===== src/sv/emo_pkg.sv =====
// Shared constants, state encoding and unit command and result structs for the
// ease-of-movement oscillator. No dependencies; every other file but emo_ram uses it.
package emo_pkg;

   // Field and datapath widths
   localparam int PRICE_BITS    = 32;
   localparam int VOLUME_BITS   = 32;
   localparam int FRACTION_BITS = 16;
   localparam int WINDOW_MAX    = 64;
   localparam int WINDOW_BITS   = 7;
   localparam int OUT_BITS      = 48;

   // Derived widths
   localparam int MID_BITS     = PRICE_BITS + 1;                // high + low
   localparam int PROD_BITS    = MID_BITS + PRICE_BITS;         // change * range
   localparam int DIV_BITS     = PROD_BITS + FRACTION_BITS;     // scaled dividend
   localparam int DEN_BITS     = VOLUME_BITS + 1;               // 2 * volume
   localparam int SUM_BITS     = OUT_BITS + $clog2(WINDOW_MAX); // running sum
   localparam int ADDR_BITS    = $clog2(WINDOW_MAX);
   localparam int RAM_WIDTH    = OUT_BITS + 1;                  // raw value + mark
   localparam int MUL_CNT_BITS = $clog2(PRICE_BITS + 1);
   localparam int DIV_CNT_BITS = $clog2(DIV_BITS + 1);

   // Constants
   localparam logic [WINDOW_BITS-1:0]  WINDOW_RESET  = WINDOW_BITS'(14);
   localparam logic [OUT_BITS-1:0]     RAW_POS_LIMIT = {1'b0, {(OUT_BITS-1){1'b1}}};
   localparam logic [OUT_BITS-1:0]     RAW_NEG_LIMIT = {1'b1, {(OUT_BITS-1){1'b0}}};
   localparam logic [DIV_CNT_BITS-1:0] RAW_STEPS     = DIV_CNT_BITS'(DIV_BITS);
   localparam logic [DIV_CNT_BITS-1:0] MEAN_STEPS    = DIV_CNT_BITS'(SUM_BITS);

   // Sequencer states
   typedef enum logic [3:0] {
      ST_IDLE,
      ST_PREP,
      ST_SEL,
      ST_MUL,
      ST_DIV,
      ST_UPD,
      ST_ADD,
      ST_ABS,
      ST_MEAN,
      ST_LOAD
   } state_type;

   // Serial multiplier command and result
   typedef struct packed {
      logic                  start;
      logic [MID_BITS-1:0]   multiplicand;
      logic [PRICE_BITS-1:0] multiplier;
   } mul_cmd_type;

   typedef struct packed {
      logic                 done;
      logic [PROD_BITS-1:0] product;
   } mul_res_type;

   // Serial divider command and result
   typedef struct packed {
      logic                    start;
      logic [DIV_BITS-1:0]     dividend;
      logic [DEN_BITS-1:0]     divisor;
      logic [DIV_CNT_BITS-1:0] steps;
   } div_cmd_type;

   typedef struct packed {
      logic                done;
      logic [OUT_BITS-1:0] quotient;
      logic                overflow;
   } div_res_type;

endpackage


===== src/sv/emo_channels.sv =====
// Valid/ready channel interfaces for bars, results and the window register.
// Depends on emo_pkg for field widths.
interface emo_req_if;
   logic                             valid;
   logic                             ready;
   logic [emo_pkg::PRICE_BITS-1:0]   high_price;
   logic [emo_pkg::PRICE_BITS-1:0]   low_price;
   logic [emo_pkg::VOLUME_BITS-1:0]  bar_volume;
   logic                             series_start;

   modport source (output valid, high_price, low_price, bar_volume, series_start,
                   input ready);
   modport sink   (input valid, high_price, low_price, bar_volume, series_start,
                   output ready);
endinterface

interface emo_rsp_if;
   logic                          valid;
   logic                          ready;
   logic [emo_pkg::OUT_BITS-1:0]  average_value;
   logic                          saturated;

   modport source (output valid, average_value, saturated, input ready);
   modport sink   (input valid, average_value, saturated, output ready);
endinterface

interface emo_csr_if;
   logic                             valid;
   logic                             ready;
   logic [emo_pkg::WINDOW_BITS-1:0]  window;

   modport source (output valid, window, input ready);
   modport sink   (input valid, window, output ready);
endinterface


===== src/sv/emo_ram.sv =====
// Generic single-write, single-read RAM with registered read data.
// No dependencies.
module emo_ram #(
   parameter int WIDTH = 8,
   parameter int DEPTH = 16
) (
   input  logic                     clock,
   input  logic                     wr_en,
   input  logic [$clog2(DEPTH)-1:0] wr_addr,
   input  logic [WIDTH-1:0]         wr_data,
   input  logic [$clog2(DEPTH)-1:0] rd_addr,
   output logic [WIDTH-1:0]         rd_data
);

   logic [WIDTH-1:0] mem_ff [DEPTH];
   logic [WIDTH-1:0] rd_data_ff;

   // Write port and registered read port
   always_ff @(posedge clock) begin
      if (wr_en) begin
         mem_ff[wr_addr] <= wr_data;
      end
      rd_data_ff <= mem_ff[rd_addr];
   end

   assign rd_data = rd_data_ff;

endmodule


===== src/sv/emo_smul.sv =====
// Radix-2 shift-add multiplier: one multiplier bit per cycle.
// Depends on emo_pkg for widths and the command/result structs.
module emo_smul (
   input  logic                 clock,
   input  logic                 reset,
   input  emo_pkg::mul_cmd_type cmd,
   output emo_pkg::mul_res_type res
);

   logic [emo_pkg::PROD_BITS-1:0]    prod_ff, prod_in;
   logic [emo_pkg::MID_BITS-1:0]     mcand_ff, mcand_in;
   logic [emo_pkg::MUL_CNT_BITS-1:0] cnt_ff, cnt_in;
   logic                             busy_ff, busy_in;
   logic                             done_ff, done_in;
   logic [emo_pkg::MID_BITS:0]       partial;

   // Add the multiplicand into the upper half when the low bit is set, then shift
   always_comb begin
      prod_in  = prod_ff;
      mcand_in = mcand_ff;
      cnt_in   = cnt_ff;
      busy_in  = busy_ff;
      done_in  = 1'b0;
      partial  = {1'b0, prod_ff[emo_pkg::PROD_BITS-1:emo_pkg::PRICE_BITS]}
               + (prod_ff[0] ? {1'b0, mcand_ff} : '0);
      if (cmd.start) begin
         mcand_in = cmd.multiplicand;
         prod_in  = {{emo_pkg::MID_BITS{1'b0}}, cmd.multiplier};
         cnt_in   = emo_pkg::MUL_CNT_BITS'(emo_pkg::PRICE_BITS);
         busy_in  = 1'b1;
      end else if (busy_ff) begin
         prod_in = {partial, prod_ff[emo_pkg::PRICE_BITS-1:1]};
         cnt_in  = cnt_ff - emo_pkg::MUL_CNT_BITS'(1);
         if (cnt_ff == emo_pkg::MUL_CNT_BITS'(1)) begin
            busy_in = 1'b0;
            done_in = 1'b1;
         end
      end
   end

   // Control state
   always_ff @(posedge clock) begin
      if (reset) begin
         busy_ff <= 1'b0;
         done_ff <= 1'b0;
         cnt_ff  <= '0;
      end else begin
         busy_ff <= busy_in;
         done_ff <= done_in;
         cnt_ff  <= cnt_in;
      end
   end

   // Operands
   always_ff @(posedge clock) begin
      prod_ff  <= prod_in;
      mcand_ff <= mcand_in;
   end

   assign res.done    = done_ff;
   assign res.product = prod_ff;

endmodule


===== src/sv/emo_sdiv.sv =====
// Restoring divider: one quotient bit per cycle, shared by the raw value
// and the window mean. Depends on emo_pkg for widths and structs.
module emo_sdiv (
   input  logic                 clock,
   input  logic                 reset,
   input  emo_pkg::div_cmd_type cmd,
   output emo_pkg::div_res_type res
);

   logic [emo_pkg::DIV_BITS-1:0]     dvd_ff, dvd_in;
   logic [emo_pkg::DEN_BITS-1:0]     dsr_ff, dsr_in;
   logic [emo_pkg::DEN_BITS-1:0]     rem_ff, rem_in;
   logic [emo_pkg::OUT_BITS-1:0]     quo_ff, quo_in;
   logic                             ovf_ff, ovf_in;
   logic [emo_pkg::DIV_CNT_BITS-1:0] cnt_ff, cnt_in;
   logic                             busy_ff, busy_in;
   logic                             done_ff, done_in;
   logic [emo_pkg::DEN_BITS:0]       trial;
   logic [emo_pkg::DEN_BITS:0]       diff;
   logic                             fits;

   // Bring down the next dividend bit and subtract where the divisor fits
   always_comb begin
      dvd_in  = dvd_ff;
      dsr_in  = dsr_ff;
      rem_in  = rem_ff;
      quo_in  = quo_ff;
      ovf_in  = ovf_ff;
      cnt_in  = cnt_ff;
      busy_in = busy_ff;
      done_in = 1'b0;
      trial   = {rem_ff, dvd_ff[emo_pkg::DIV_BITS-1]};
      diff    = trial - {1'b0, dsr_ff};
      fits    = !diff[emo_pkg::DEN_BITS];
      if (cmd.start) begin
         dvd_in  = cmd.dividend;
         dsr_in  = cmd.divisor;
         rem_in  = '0;
         quo_in  = '0;
         ovf_in  = 1'b0;
         cnt_in  = cmd.steps;
         busy_in = 1'b1;
      end else if (busy_ff) begin
         dvd_in = {dvd_ff[emo_pkg::DIV_BITS-2:0], 1'b0};
         rem_in = fits ? diff[emo_pkg::DEN_BITS-1:0] : trial[emo_pkg::DEN_BITS-1:0];
         quo_in = {quo_ff[emo_pkg::OUT_BITS-2:0], fits};
         // a set bit pushed out of the quotient means it does not fit
         ovf_in = ovf_ff | quo_ff[emo_pkg::OUT_BITS-1];
         cnt_in = cnt_ff - emo_pkg::DIV_CNT_BITS'(1);
         if (cnt_ff == emo_pkg::DIV_CNT_BITS'(1)) begin
            busy_in = 1'b0;
            done_in = 1'b1;
         end
      end
   end

   // Control state
   always_ff @(posedge clock) begin
      if (reset) begin
         busy_ff <= 1'b0;
         done_ff <= 1'b0;
         cnt_ff  <= '0;
      end else begin
         busy_ff <= busy_in;
         done_ff <= done_in;
         cnt_ff  <= cnt_in;
      end
   end

   // Datapath
   always_ff @(posedge clock) begin
      dvd_ff <= dvd_in;
      dsr_ff <= dsr_in;
      rem_ff <= rem_in;
      quo_ff <= quo_in;
      ovf_ff <= ovf_in;
   end

   assign res.done     = done_ff;
   assign res.quotient = quo_ff;
   assign res.overflow = ovf_ff;

endmodule


===== src/sv/ease_of_movement_oscillator_core.sv =====
// Ease-of-movement oscillator top level: sequencer, ring of raw values, running sum.
// Depends on emo_pkg, emo_channels, emo_ram, emo_smul and emo_sdiv.
// Each bar runs a 32-step multiplier and an 81-step raw divider; once the window is full
// a 54-step mean divider follows and a result is loaded. A bar skips the multiplier and
// raw division on zero volume, range or change; a series' first bar gives no result.
// A new bar is taken only in idle, once the last one is through, also while a result waits.
// Reset: clears all history, sets window to 14; ring entries are read only after written.
module ease_of_movement_oscillator_core (
   input  logic             clock,
   input  logic             reset,
   emo_req_if.sink          req_chan,
   emo_rsp_if.source        rsp_chan,
   emo_csr_if.sink          csr_chan
);

   emo_pkg::state_type                state_ff, state_in;
   logic [emo_pkg::WINDOW_BITS-1:0]   window_ff, window_in;
   logic [emo_pkg::WINDOW_BITS-1:0]   w_eff;

   // Bar operands
   logic [emo_pkg::MID_BITS-1:0]      sum_ff, sum_in;
   logic [emo_pkg::PRICE_BITS-1:0]    range_ff, range_in;
   logic [emo_pkg::VOLUME_BITS-1:0]   vol_ff, vol_in;
   logic                              start_ff, start_in;
   logic                              neg_ff, neg_in;
   logic [emo_pkg::MID_BITS-1:0]      mag_ff, mag_in;
   logic [emo_pkg::OUT_BITS-1:0]      raw_ff, raw_in;
   logic                              sat_ff, sat_in;

   // History
   logic [emo_pkg::MID_BITS-1:0]      prev_ff, prev_in;
   logic                              have_prev_ff, have_prev_in;
   logic [emo_pkg::ADDR_BITS-1:0]     pos_ff, pos_in;
   logic [emo_pkg::WINDOW_BITS-1:0]   filled_ff, filled_in;
   logic [emo_pkg::SUM_BITS-1:0]      run_sum_ff, run_sum_in;
   logic [emo_pkg::WINDOW_BITS-1:0]   sat_cnt_ff, sat_cnt_in;

   // Mean and result register
   logic                              mean_neg_ff, mean_neg_in;
   logic [emo_pkg::OUT_BITS-1:0]      quo_ff, quo_in;
   logic                              rsp_valid_ff, rsp_valid_in;
   logic [emo_pkg::OUT_BITS-1:0]      avg_ff, avg_in;
   logic                              rsp_sat_ff, rsp_sat_in;

   // Unit links and ring port
   emo_pkg::mul_cmd_type              mul_cmd;
   emo_pkg::mul_res_type              mul_res;
   emo_pkg::div_cmd_type              div_cmd;
   emo_pkg::div_res_type              div_res;
   logic                              ram_wr_en;
   logic [emo_pkg::RAM_WIDTH-1:0]     ram_rd_data;

   logic                              req_fire;
   logic                              csr_fire;
   logic [emo_pkg::OUT_BITS-1:0]      limit;
   logic [emo_pkg::OUT_BITS-1:0]      raw_mag;
   logic [emo_pkg::SUM_BITS-1:0]      sum_mag;
   logic [emo_pkg::WINDOW_BITS-1:0]   pos_plus;
   logic [emo_pkg::SUM_BITS-1:0]      raw_ext;
   logic [emo_pkg::SUM_BITS-1:0]      old_ext;

   // Handshakes: configuration takes precedence in idle
   assign csr_chan.ready = (state_ff == emo_pkg::ST_IDLE);
   assign req_chan.ready = (state_ff == emo_pkg::ST_IDLE) && !csr_chan.valid;
   assign req_fire       = req_chan.valid && req_chan.ready;
   assign csr_fire       = csr_chan.valid && csr_chan.ready;

   assign rsp_chan.valid         = rsp_valid_ff;
   assign rsp_chan.average_value = avg_ff;
   assign rsp_chan.saturated     = rsp_sat_ff;

   // Clamp the window into its usable range
   always_comb begin
      if (window_ff == '0) begin
         w_eff = emo_pkg::WINDOW_BITS'(1);
      end else if (window_ff > emo_pkg::WINDOW_BITS'(emo_pkg::WINDOW_MAX)) begin
         w_eff = emo_pkg::WINDOW_BITS'(emo_pkg::WINDOW_MAX);
      end else begin
         w_eff = window_ff;
      end
   end

   assign raw_ext  = {{(emo_pkg::SUM_BITS-emo_pkg::OUT_BITS){raw_ff[emo_pkg::OUT_BITS-1]}},
                      raw_ff};
   assign old_ext  = {{(emo_pkg::SUM_BITS-emo_pkg::OUT_BITS){ram_rd_data[emo_pkg::OUT_BITS-1]}},
                      ram_rd_data[emo_pkg::OUT_BITS-1:0]};
   assign pos_plus = emo_pkg::WINDOW_BITS'(pos_ff) + emo_pkg::WINDOW_BITS'(1);
   assign limit    = neg_ff ? emo_pkg::RAW_NEG_LIMIT : emo_pkg::RAW_POS_LIMIT;
   assign sum_mag  = run_sum_ff[emo_pkg::SUM_BITS-1] ? (~run_sum_ff + 1'b1) : run_sum_ff;
   assign ram_wr_en = (state_ff == emo_pkg::ST_UPD);

   // Sequencer: next state, history updates and unit commands
   always_comb begin
      state_in     = state_ff;
      window_in    = window_ff;
      sum_in       = sum_ff;
      range_in     = range_ff;
      vol_in       = vol_ff;
      start_in     = start_ff;
      neg_in       = neg_ff;
      mag_in       = mag_ff;
      raw_in       = raw_ff;
      sat_in       = sat_ff;
      prev_in      = prev_ff;
      have_prev_in = have_prev_ff;
      pos_in       = pos_ff;
      filled_in    = filled_ff;
      run_sum_in   = run_sum_ff;
      sat_cnt_in   = sat_cnt_ff;
      mean_neg_in  = mean_neg_ff;
      quo_in       = quo_ff;
      rsp_valid_in = rsp_valid_ff;
      avg_in       = avg_ff;
      rsp_sat_in   = rsp_sat_ff;
      raw_mag      = div_res.quotient;

      mul_cmd.start        = 1'b0;
      mul_cmd.multiplicand = mag_ff;
      mul_cmd.multiplier   = range_ff;
      div_cmd.start        = 1'b0;
      div_cmd.dividend     = {mul_res.product, {emo_pkg::FRACTION_BITS{1'b0}}};
      div_cmd.divisor      = {vol_ff, 1'b0};
      div_cmd.steps        = emo_pkg::RAW_STEPS;

      // drop the result once taken
      if (rsp_valid_ff && rsp_chan.ready) begin
         rsp_valid_in = 1'b0;
      end

      unique case (state_ff)
         emo_pkg::ST_IDLE: begin
            if (csr_fire) begin
               window_in    = csr_chan.window;
               prev_in      = '0;
               have_prev_in = 1'b0;
               pos_in       = '0;
               filled_in    = '0;
               run_sum_in   = '0;
               sat_cnt_in   = '0;
            end else if (req_fire) begin
               sum_in   = emo_pkg::MID_BITS'(req_chan.high_price)
                        + emo_pkg::MID_BITS'(req_chan.low_price);
               range_in = (req_chan.high_price > req_chan.low_price)
                        ? (req_chan.high_price - req_chan.low_price) : '0;
               vol_in   = req_chan.bar_volume;
               start_in = req_chan.series_start;
               state_in = emo_pkg::ST_PREP;
            end
         end
         emo_pkg::ST_PREP: begin
            prev_in = sum_ff;
            if (start_ff || !have_prev_ff) begin
               // first bar of a series only becomes the previous bar
               have_prev_in = 1'b1;
               if (start_ff) begin
                  pos_in     = '0;
                  filled_in  = '0;
                  run_sum_in = '0;
                  sat_cnt_in = '0;
               end
               state_in = emo_pkg::ST_IDLE;
            end else begin
               neg_in   = sum_ff < prev_ff;
               mag_in   = (sum_ff < prev_ff) ? (prev_ff - sum_ff) : (sum_ff - prev_ff);
               state_in = emo_pkg::ST_SEL;
            end
         end
         emo_pkg::ST_SEL: begin
            if (vol_ff == '0) begin
               sat_in   = 1'b1;
               raw_in   = (mag_ff == '0) ? '0 : limit;
               state_in = emo_pkg::ST_UPD;
            end else if (range_ff == '0 || mag_ff == '0) begin
               sat_in   = 1'b0;
               raw_in   = '0;
               state_in = emo_pkg::ST_UPD;
            end else begin
               mul_cmd.start = 1'b1;
               state_in      = emo_pkg::ST_MUL;
            end
         end
         emo_pkg::ST_MUL: begin
            if (mul_res.done) begin
               div_cmd.start = 1'b1;
               state_in      = emo_pkg::ST_DIV;
            end
         end
         emo_pkg::ST_DIV: begin
            if (div_res.done) begin
               // saturate a quotient beyond the signed output range
               if (div_res.overflow || div_res.quotient > limit) begin
                  raw_mag = limit;
                  sat_in  = 1'b1;
               end else begin
                  sat_in  = 1'b0;
               end
               raw_in   = neg_ff ? (~raw_mag + 1'b1) : raw_mag;
               state_in = emo_pkg::ST_UPD;
            end
         end
         emo_pkg::ST_UPD: begin
            // retire the oldest entry once the window is full
            if (filled_ff == w_eff) begin
               run_sum_in = run_sum_ff - old_ext;
               if (ram_rd_data[emo_pkg::OUT_BITS] && sat_cnt_ff != '0) begin
                  sat_cnt_in = sat_cnt_ff - emo_pkg::WINDOW_BITS'(1);
               end
            end else begin
               filled_in = filled_ff + emo_pkg::WINDOW_BITS'(1);
            end
            state_in = emo_pkg::ST_ADD;
         end
         emo_pkg::ST_ADD: begin
            run_sum_in = run_sum_ff + raw_ext;
            if (sat_ff) begin
               sat_cnt_in = sat_cnt_ff + emo_pkg::WINDOW_BITS'(1);
            end
            pos_in   = (pos_plus >= w_eff) ? '0 : pos_plus[emo_pkg::ADDR_BITS-1:0];
            state_in = (filled_ff == w_eff) ? emo_pkg::ST_ABS : emo_pkg::ST_IDLE;
         end
         emo_pkg::ST_ABS: begin
            mean_neg_in      = run_sum_ff[emo_pkg::SUM_BITS-1];
            div_cmd.start    = 1'b1;
            div_cmd.dividend = {sum_mag, {(emo_pkg::DIV_BITS-emo_pkg::SUM_BITS){1'b0}}};
            div_cmd.divisor  = {{(emo_pkg::DEN_BITS-emo_pkg::WINDOW_BITS){1'b0}}, w_eff};
            div_cmd.steps    = emo_pkg::MEAN_STEPS;
            state_in         = emo_pkg::ST_MEAN;
         end
         emo_pkg::ST_MEAN: begin
            if (div_res.done) begin
               quo_in   = div_res.quotient;
               state_in = emo_pkg::ST_LOAD;
            end
         end
         emo_pkg::ST_LOAD: begin
            // hold until the output register is free
            if (!rsp_valid_ff || rsp_chan.ready) begin
               rsp_valid_in = 1'b1;
               avg_in       = mean_neg_ff ? (~quo_ff + 1'b1) : quo_ff;
               rsp_sat_in   = (sat_cnt_ff != '0);
               state_in     = emo_pkg::ST_IDLE;
            end
         end
         default: begin
            state_in = emo_pkg::ST_IDLE;
         end
      endcase
   end

   // Control and history registers
   always_ff @(posedge clock) begin
      if (reset) begin
         state_ff     <= emo_pkg::ST_IDLE;
         window_ff    <= emo_pkg::WINDOW_RESET;
         prev_ff      <= '0;
         have_prev_ff <= 1'b0;
         pos_ff       <= '0;
         filled_ff    <= '0;
         run_sum_ff   <= '0;
         sat_cnt_ff   <= '0;
         rsp_valid_ff <= 1'b0;
      end else begin
         state_ff     <= state_in;
         window_ff    <= window_in;
         prev_ff      <= prev_in;
         have_prev_ff <= have_prev_in;
         pos_ff       <= pos_in;
         filled_ff    <= filled_in;
         run_sum_ff   <= run_sum_in;
         sat_cnt_ff   <= sat_cnt_in;
         rsp_valid_ff <= rsp_valid_in;
      end
   end

   // Payload registers
   always_ff @(posedge clock) begin
      sum_ff      <= sum_in;
      range_ff    <= range_in;
      vol_ff      <= vol_in;
      start_ff    <= start_in;
      neg_ff      <= neg_in;
      mag_ff      <= mag_in;
      raw_ff      <= raw_in;
      sat_ff      <= sat_in;
      mean_neg_ff <= mean_neg_in;
      quo_ff      <= quo_in;
      avg_ff      <= avg_in;
      rsp_sat_ff  <= rsp_sat_in;
   end

   // Ring of raw values with their saturation marks
   emo_ram #(
      .WIDTH (emo_pkg::RAM_WIDTH),
      .DEPTH (emo_pkg::WINDOW_MAX)
   ) u_ring (
      .clock   (clock),
      .wr_en   (ram_wr_en),
      .wr_addr (pos_ff),
      .wr_data ({sat_ff, raw_ff}),
      .rd_addr (pos_ff),
      .rd_data (ram_rd_data)
   );

   emo_smul u_mul (
      .clock (clock),
      .reset (reset),
      .cmd   (mul_cmd),
      .res   (mul_res)
   );

   emo_sdiv u_div (
      .clock (clock),
      .reset (reset),
      .cmd   (div_cmd),
      .res   (div_res)
   );

endmodule

===== src/flat_wrapper.sv =====
// flat-port wrapper written by rule: the top's interface ports become plain ports
module ease_of_movement_oscillator_core_flat 
  (clock, reset, req_chan_valid, req_chan_high_price, req_chan_low_price, req_chan_bar_volume, req_chan_series_start, req_chan_ready, rsp_chan_valid, rsp_chan_average_value, rsp_chan_saturated, rsp_chan_ready, csr_chan_valid, csr_chan_window, csr_chan_ready);
  emo_req_if req_chan_i ();
  emo_rsp_if rsp_chan_i ();
  emo_csr_if csr_chan_i ();
  input  logic clock;
  input  logic reset;
  input wire logic [$bits(req_chan_i.valid)-1:0] req_chan_valid;
  input wire logic [$bits(req_chan_i.high_price)-1:0] req_chan_high_price;
  input wire logic [$bits(req_chan_i.low_price)-1:0] req_chan_low_price;
  input wire logic [$bits(req_chan_i.bar_volume)-1:0] req_chan_bar_volume;
  input wire logic [$bits(req_chan_i.series_start)-1:0] req_chan_series_start;
  output wire logic [$bits(req_chan_i.ready)-1:0] req_chan_ready;
  output wire logic [$bits(rsp_chan_i.valid)-1:0] rsp_chan_valid;
  output wire logic [$bits(rsp_chan_i.average_value)-1:0] rsp_chan_average_value;
  output wire logic [$bits(rsp_chan_i.saturated)-1:0] rsp_chan_saturated;
  input wire logic [$bits(rsp_chan_i.ready)-1:0] rsp_chan_ready;
  input wire logic [$bits(csr_chan_i.valid)-1:0] csr_chan_valid;
  input wire logic [$bits(csr_chan_i.window)-1:0] csr_chan_window;
  output wire logic [$bits(csr_chan_i.ready)-1:0] csr_chan_ready;
  assign req_chan_i.valid = req_chan_valid;
  assign req_chan_i.high_price = req_chan_high_price;
  assign req_chan_i.low_price = req_chan_low_price;
  assign req_chan_i.bar_volume = req_chan_bar_volume;
  assign req_chan_i.series_start = req_chan_series_start;
  assign req_chan_ready = req_chan_i.ready;
  assign rsp_chan_valid = rsp_chan_i.valid;
  assign rsp_chan_average_value = rsp_chan_i.average_value;
  assign rsp_chan_saturated = rsp_chan_i.saturated;
  assign rsp_chan_i.ready = rsp_chan_ready;
  assign csr_chan_i.valid = csr_chan_valid;
  assign csr_chan_i.window = csr_chan_window;
  assign csr_chan_ready = csr_chan_i.ready;
  ease_of_movement_oscillator_core u_core (.clock(clock), .reset(reset), .req_chan(req_chan_i), .rsp_chan(rsp_chan_i), .csr_chan(csr_chan_i));
endmodule

===== config.mk =====
export PLATFORM = sky130hd
export DESIGN_NAME = ease_of_movement_oscillator_core_flat
export DESIGN_NICKNAME = d
export VERILOG_FILES = /design/src/sv/emo_pkg.sv /design/src/sv/emo_channels.sv /design/src/sv/emo_ram.sv /design/src/sv/emo_smul.sv /design/src/sv/emo_sdiv.sv /design/src/sv/ease_of_movement_oscillator_core.sv /design/src/flat_wrapper.sv
export SDC_FILE = /design/constraint.sdc
export NUM_CORES = 2
export LEC_CHECK = 0
export ABC_AREA = 0
export CAP_MARGIN = 20
export CORE_MARGIN = 4
export CORE_UTILIZATION = 35
export CTS_CLUSTER_SIZE = 30
export DETAILED_ROUTE_END_ITERATION = 10
export DONT_BUFFER_PORTS = 1
export GPL_TIMING_DRIVEN = 1
export MAX_ROUTING_LAYER = met4
export RECOVER_POWER = 50
export SLEW_MARGIN = 20
export SYNTH_ARGS = -nofsm -noshare
export SYNTH_HDL_FRONTEND = slang
export SYNTH_HIERARCHICAL = 1
export SYNTH_SLANG_ARGS = --single-unit

===== constraint.sdc =====
create_clock -name clock -period 15 [get_ports clock]
set_input_delay 0.75 -clock clock [delete_from_list [all_inputs] [get_ports clock]]
set_output_delay 0.75 -clock clock [all_outputs]
set_load 0.03 [all_outputs]

==> flow_summary.json <==
{
  "io_pins": 161,
  "max-cap-violations": 61,
  "clk_path_buf_depth": 4,
  "wl_per_cell_um": 27.5,
  "portBuffers": 0,
  "crit_path_end": "u_core/u_div/dvd_ff[42]$_DFFE_PP_",
  "r2r_cells": 7,
  "powerDensity_nw_per_um2": 120,
  "post_cts_resized": 0,
  "via_per_inst": 5.70,
  "yosysTopAreaCellShare": 0.649,
  "clkTransAtPathRegs_ns": 0.06,
  "cpPeakStageDelay_ns": 2.49,
  "dp_hpwl_um": 277000,
  "synth_edf_count": 3594,
  "synthTopCellsByArea": "edfxtp_1 65%, mux4_2 10%, dfxtp_1 3.6%, ha_1 2.4%, a21oi_1 1.3%",
  "numCtsBuffers": 393,
  "violations": "capacitance limit, slew limit",
  "dieWidth_um": 697,
  "grt.overflow.total": 0,
  "fmax_ghz": 0.129,
  "peakVddDrop_mv": 0.122,
  "post_cts_buffers": 0,
  "ys_warn_count": 6,
  "core-area_um2": 472000,
  "layout_commonest_cell": "edfxtp_1",
  "die-area_um2": 486000,
  "grt_max_degree": 111,
  "vias": 96105,
  "outcome": "finished, violations left",
  "cp.arrival_ns": 8.43,
  "skew_ns": 0.105,
  "finalSetupViolations": 0,
  "fp.dieH_um": 697,
  "first_global_vias": 94793,
  "synthesis.area_um2": 166000,
  "yosys.area.top_type": "edfxtp_1",
  "reg2reg_slack_ns": 7.24,
  "cp.required_ns": 15.67,
  "worstPathCellList": "nor2b_1 > nand3_1 > inv_1 > a21o_4 > clkbuf_1 > buf_4 > mux2_2",
  "worst-path-max-fanout": 69,
  "clock_latency_ns": 1.03,
  "start_kind": "flip-flop",
  "root_buffer": "clkbuf_16",
  "setup_tns_ns": 0,
  "synth_ff_type": "edfxtp_1",
  "gp_congestion": 0.872,
  "wl_um": 464000,
  "min_period_over_period": 0.517,
  "drt-met1-wl_um": 195000,
  "maxSlewHeadroom": -1.65,
  "r2r-end": "u_core/u_div/dvd_ff[42]$_DFFE_PP_",
  "cts.hold.buffers_added": 42,
  "cts_tree": "yes",
  "drive_above_1_share": 0.177,
  "synth-seq-cells": 3895,
  "avgSynthCellArea_um2": 16.4,
  "ys_async_sr_fraction": 0,
  "antenna_found_initial": 20,
  "cp-end-kind": "flip-flop",
  "drc_errors": 0,
  "leakagePower_uw": 0.0604,
  "finalNetCount": 10737,
  "worstHoldStart": "reset",
  "rr_startpoint": "u_core/state_ff[2]$_SDFFE_PP0P_",
  "top_layer": "met4",
  "wl_met3_um": 37900,
  "seq_area_frac_synth": 0.685,
  "grt_first_pass_wirelength_um": 670000,
  "area_delta_synth_final_pct": 12.7,
  "final_cell_mix": "3,594 x edfxtp_1, 748 x mux4_2, 480 x nor2_1",
  "tightest_slew_ns": 3.98,
  "wl_met2_um": 217000,
  "rsz0062_at_grt": "false",
  "hp-class": "primary input to flip-flop",
  "crit_type": "flip-flop to flip-flop",
  "yosys.cell_types.count": 111,
  "initial_core_util": 0.352,
  "fin_crit_ns": 7.76,
  "dr.pass1.iters": 6,
  "maxSlewViolCount": 3844,
  "whs_path_depth": 2,
  "syn-instance-count": 10150,
  "hold_viol": 0,
  "drtIter0Drc": 11257,
  "hold_ws_ns": 0.157,
  "crit_slowest_cell": "clkbuf_1",
  "gr-usage-all-layers": 0.190,
  "crit_path_start": "u_core/state_ff[2]$_SDFFE_PP0P_",
  "num_rows": 252,
  "ant_nets": 0,
  "htreeDepth": 5,
  "cts_sinks": 3895
}
-- where the power goes --
part / total (µW) / leakage [µW] / switching [µW] / internal, µW
logic: 949 / 0.0188 / 584 / 365
clock network: 9730 / 0.00621 / 4240 / 5490
registers: 11900 / 0.0353 / 81.2 / 11800
total: 22600 / 0.0604 / 4900 / 17600
-- synthesized netlist by cell type, types with 127 or more instances --
master	instances
a21oi_1	440
mux2i_1	199
nand3_1	165
edfxtp_1	3594
mux2_2	172
o21ai_0	299
dfxtp_1	301
o22ai_1	175
nor3_1	130
nor2_1	538
xor2_1	136
xnor2_1	190
inv_1	242
clkbuf_1	321
a21o_1	127
ha_1	318
nand2_1	445
mux4_2	748
-- registers in the layout (all words and copies together) (netlist names), 33 cells and up --
register / cells
u_core/u_ring/mem_ff: 3136
u_core/u_mul/prod_ff: 65
u_core/rsp_chan.average_value: 48
u_core/u_ring/rd_data: 49
u_core/raw_ff: 48
u_core/quo_ff: 48
u_core/u_div/quo_ff: 48
u_core/u_mul/mcand_ff: 33
u_core/u_div/dsr_ff: 33
u_core/u_div/rem_ff: 33
u_core/sum_ff: 33
u_core/run_sum_ff: 54
u_core/u_div/dvd_ff: 81
u_core/mag_ff: 33
u_core/prev_ff: 33
-- worst min path at each step --
stage	slack, ns	endpoint
5_1_grt	0.12	u_core/window_ff[1]$_SDFFE_PP1P_
3_3_place_gp	0.44	u_core/u_mul/mcand_ff[18]$_DFFE_PP_
2_1_floorplan	0.41	u_core/mean_neg_ff$_DFFE_PP_
3_5_place_dp	0.44	u_core/u_mul/mcand_ff[18]$_DFFE_PP_
4_1_cts	0.04	u_core/window_ff[2]$_SDFFE_PP1P_
6_report	0.16	u_core/window_ff[2]$_SDFFE_PP1P_
-- worst max-delay path, delay by kind of cell (launching register included) --
family / cells / cell delay, ns
buffers and inverters: 3 / 4.14
flip-flops: 1 / 0.67
AND/OR/NAND/NOR: 2 / 1.99
multiplexers: 1 / 0.42
AO/OA/AOI/OAI: 1 / 0.17
-- area by class of cell --
cell class                 count  area, µm²
sequential                  3895     114000
tap                         6223       7790
timing repair buffer         280       2080
multi-input combinational   5488      49900
clock buffer                 481      10400
antenna                       16       40.0
clock inverter               247       2370
inverter                     244        917
fill                       42467     285000
-- metal layers --
layer  vias to the layer above  track usage
li1                      40851            -
met1                     50291        0.259
met2                      4307        0.297
met3                       656       0.0278
met4                         0       0.0540
met5                         -            -
-- logic make-up after synthesis --
kind of cell / Yosys count / synth area share
xor gates and xnor gates: 326 / 0.0172
AOI/OAI and AO/OA: 1813 / 0.0726
DFF: 3895 / 0.685
other: 2 / 0.0000451
muxes: 1119 / 0.125
and+or+nand+nor: 1886 / 0.0552
adders and majority gates: 326 / 0.0249
buffers and inverters: 783 / 0.0204
-- stage by stage --
stage | area, µm² | util | instances | power, µW | worst slack (ns)
after floorplan | 166000 | - | 10166 | 12800 | 8.48
after global placement | 174000 | 0.369 | 16086 | 13000 | 7.86
after detailed placement | 174000 | 0.369 | 16088 | 13000 | 8.00
after CTS | 188000 | 0.397 | 16858 | 22800 | 7.96
after global routing | 187000 | 0.397 | 16866 | 23300 | 6.39
final | 187000 | 0.397 | 16874 | 22600 | 7.24
Note: power is estimated with default switching activity, not from simulation.
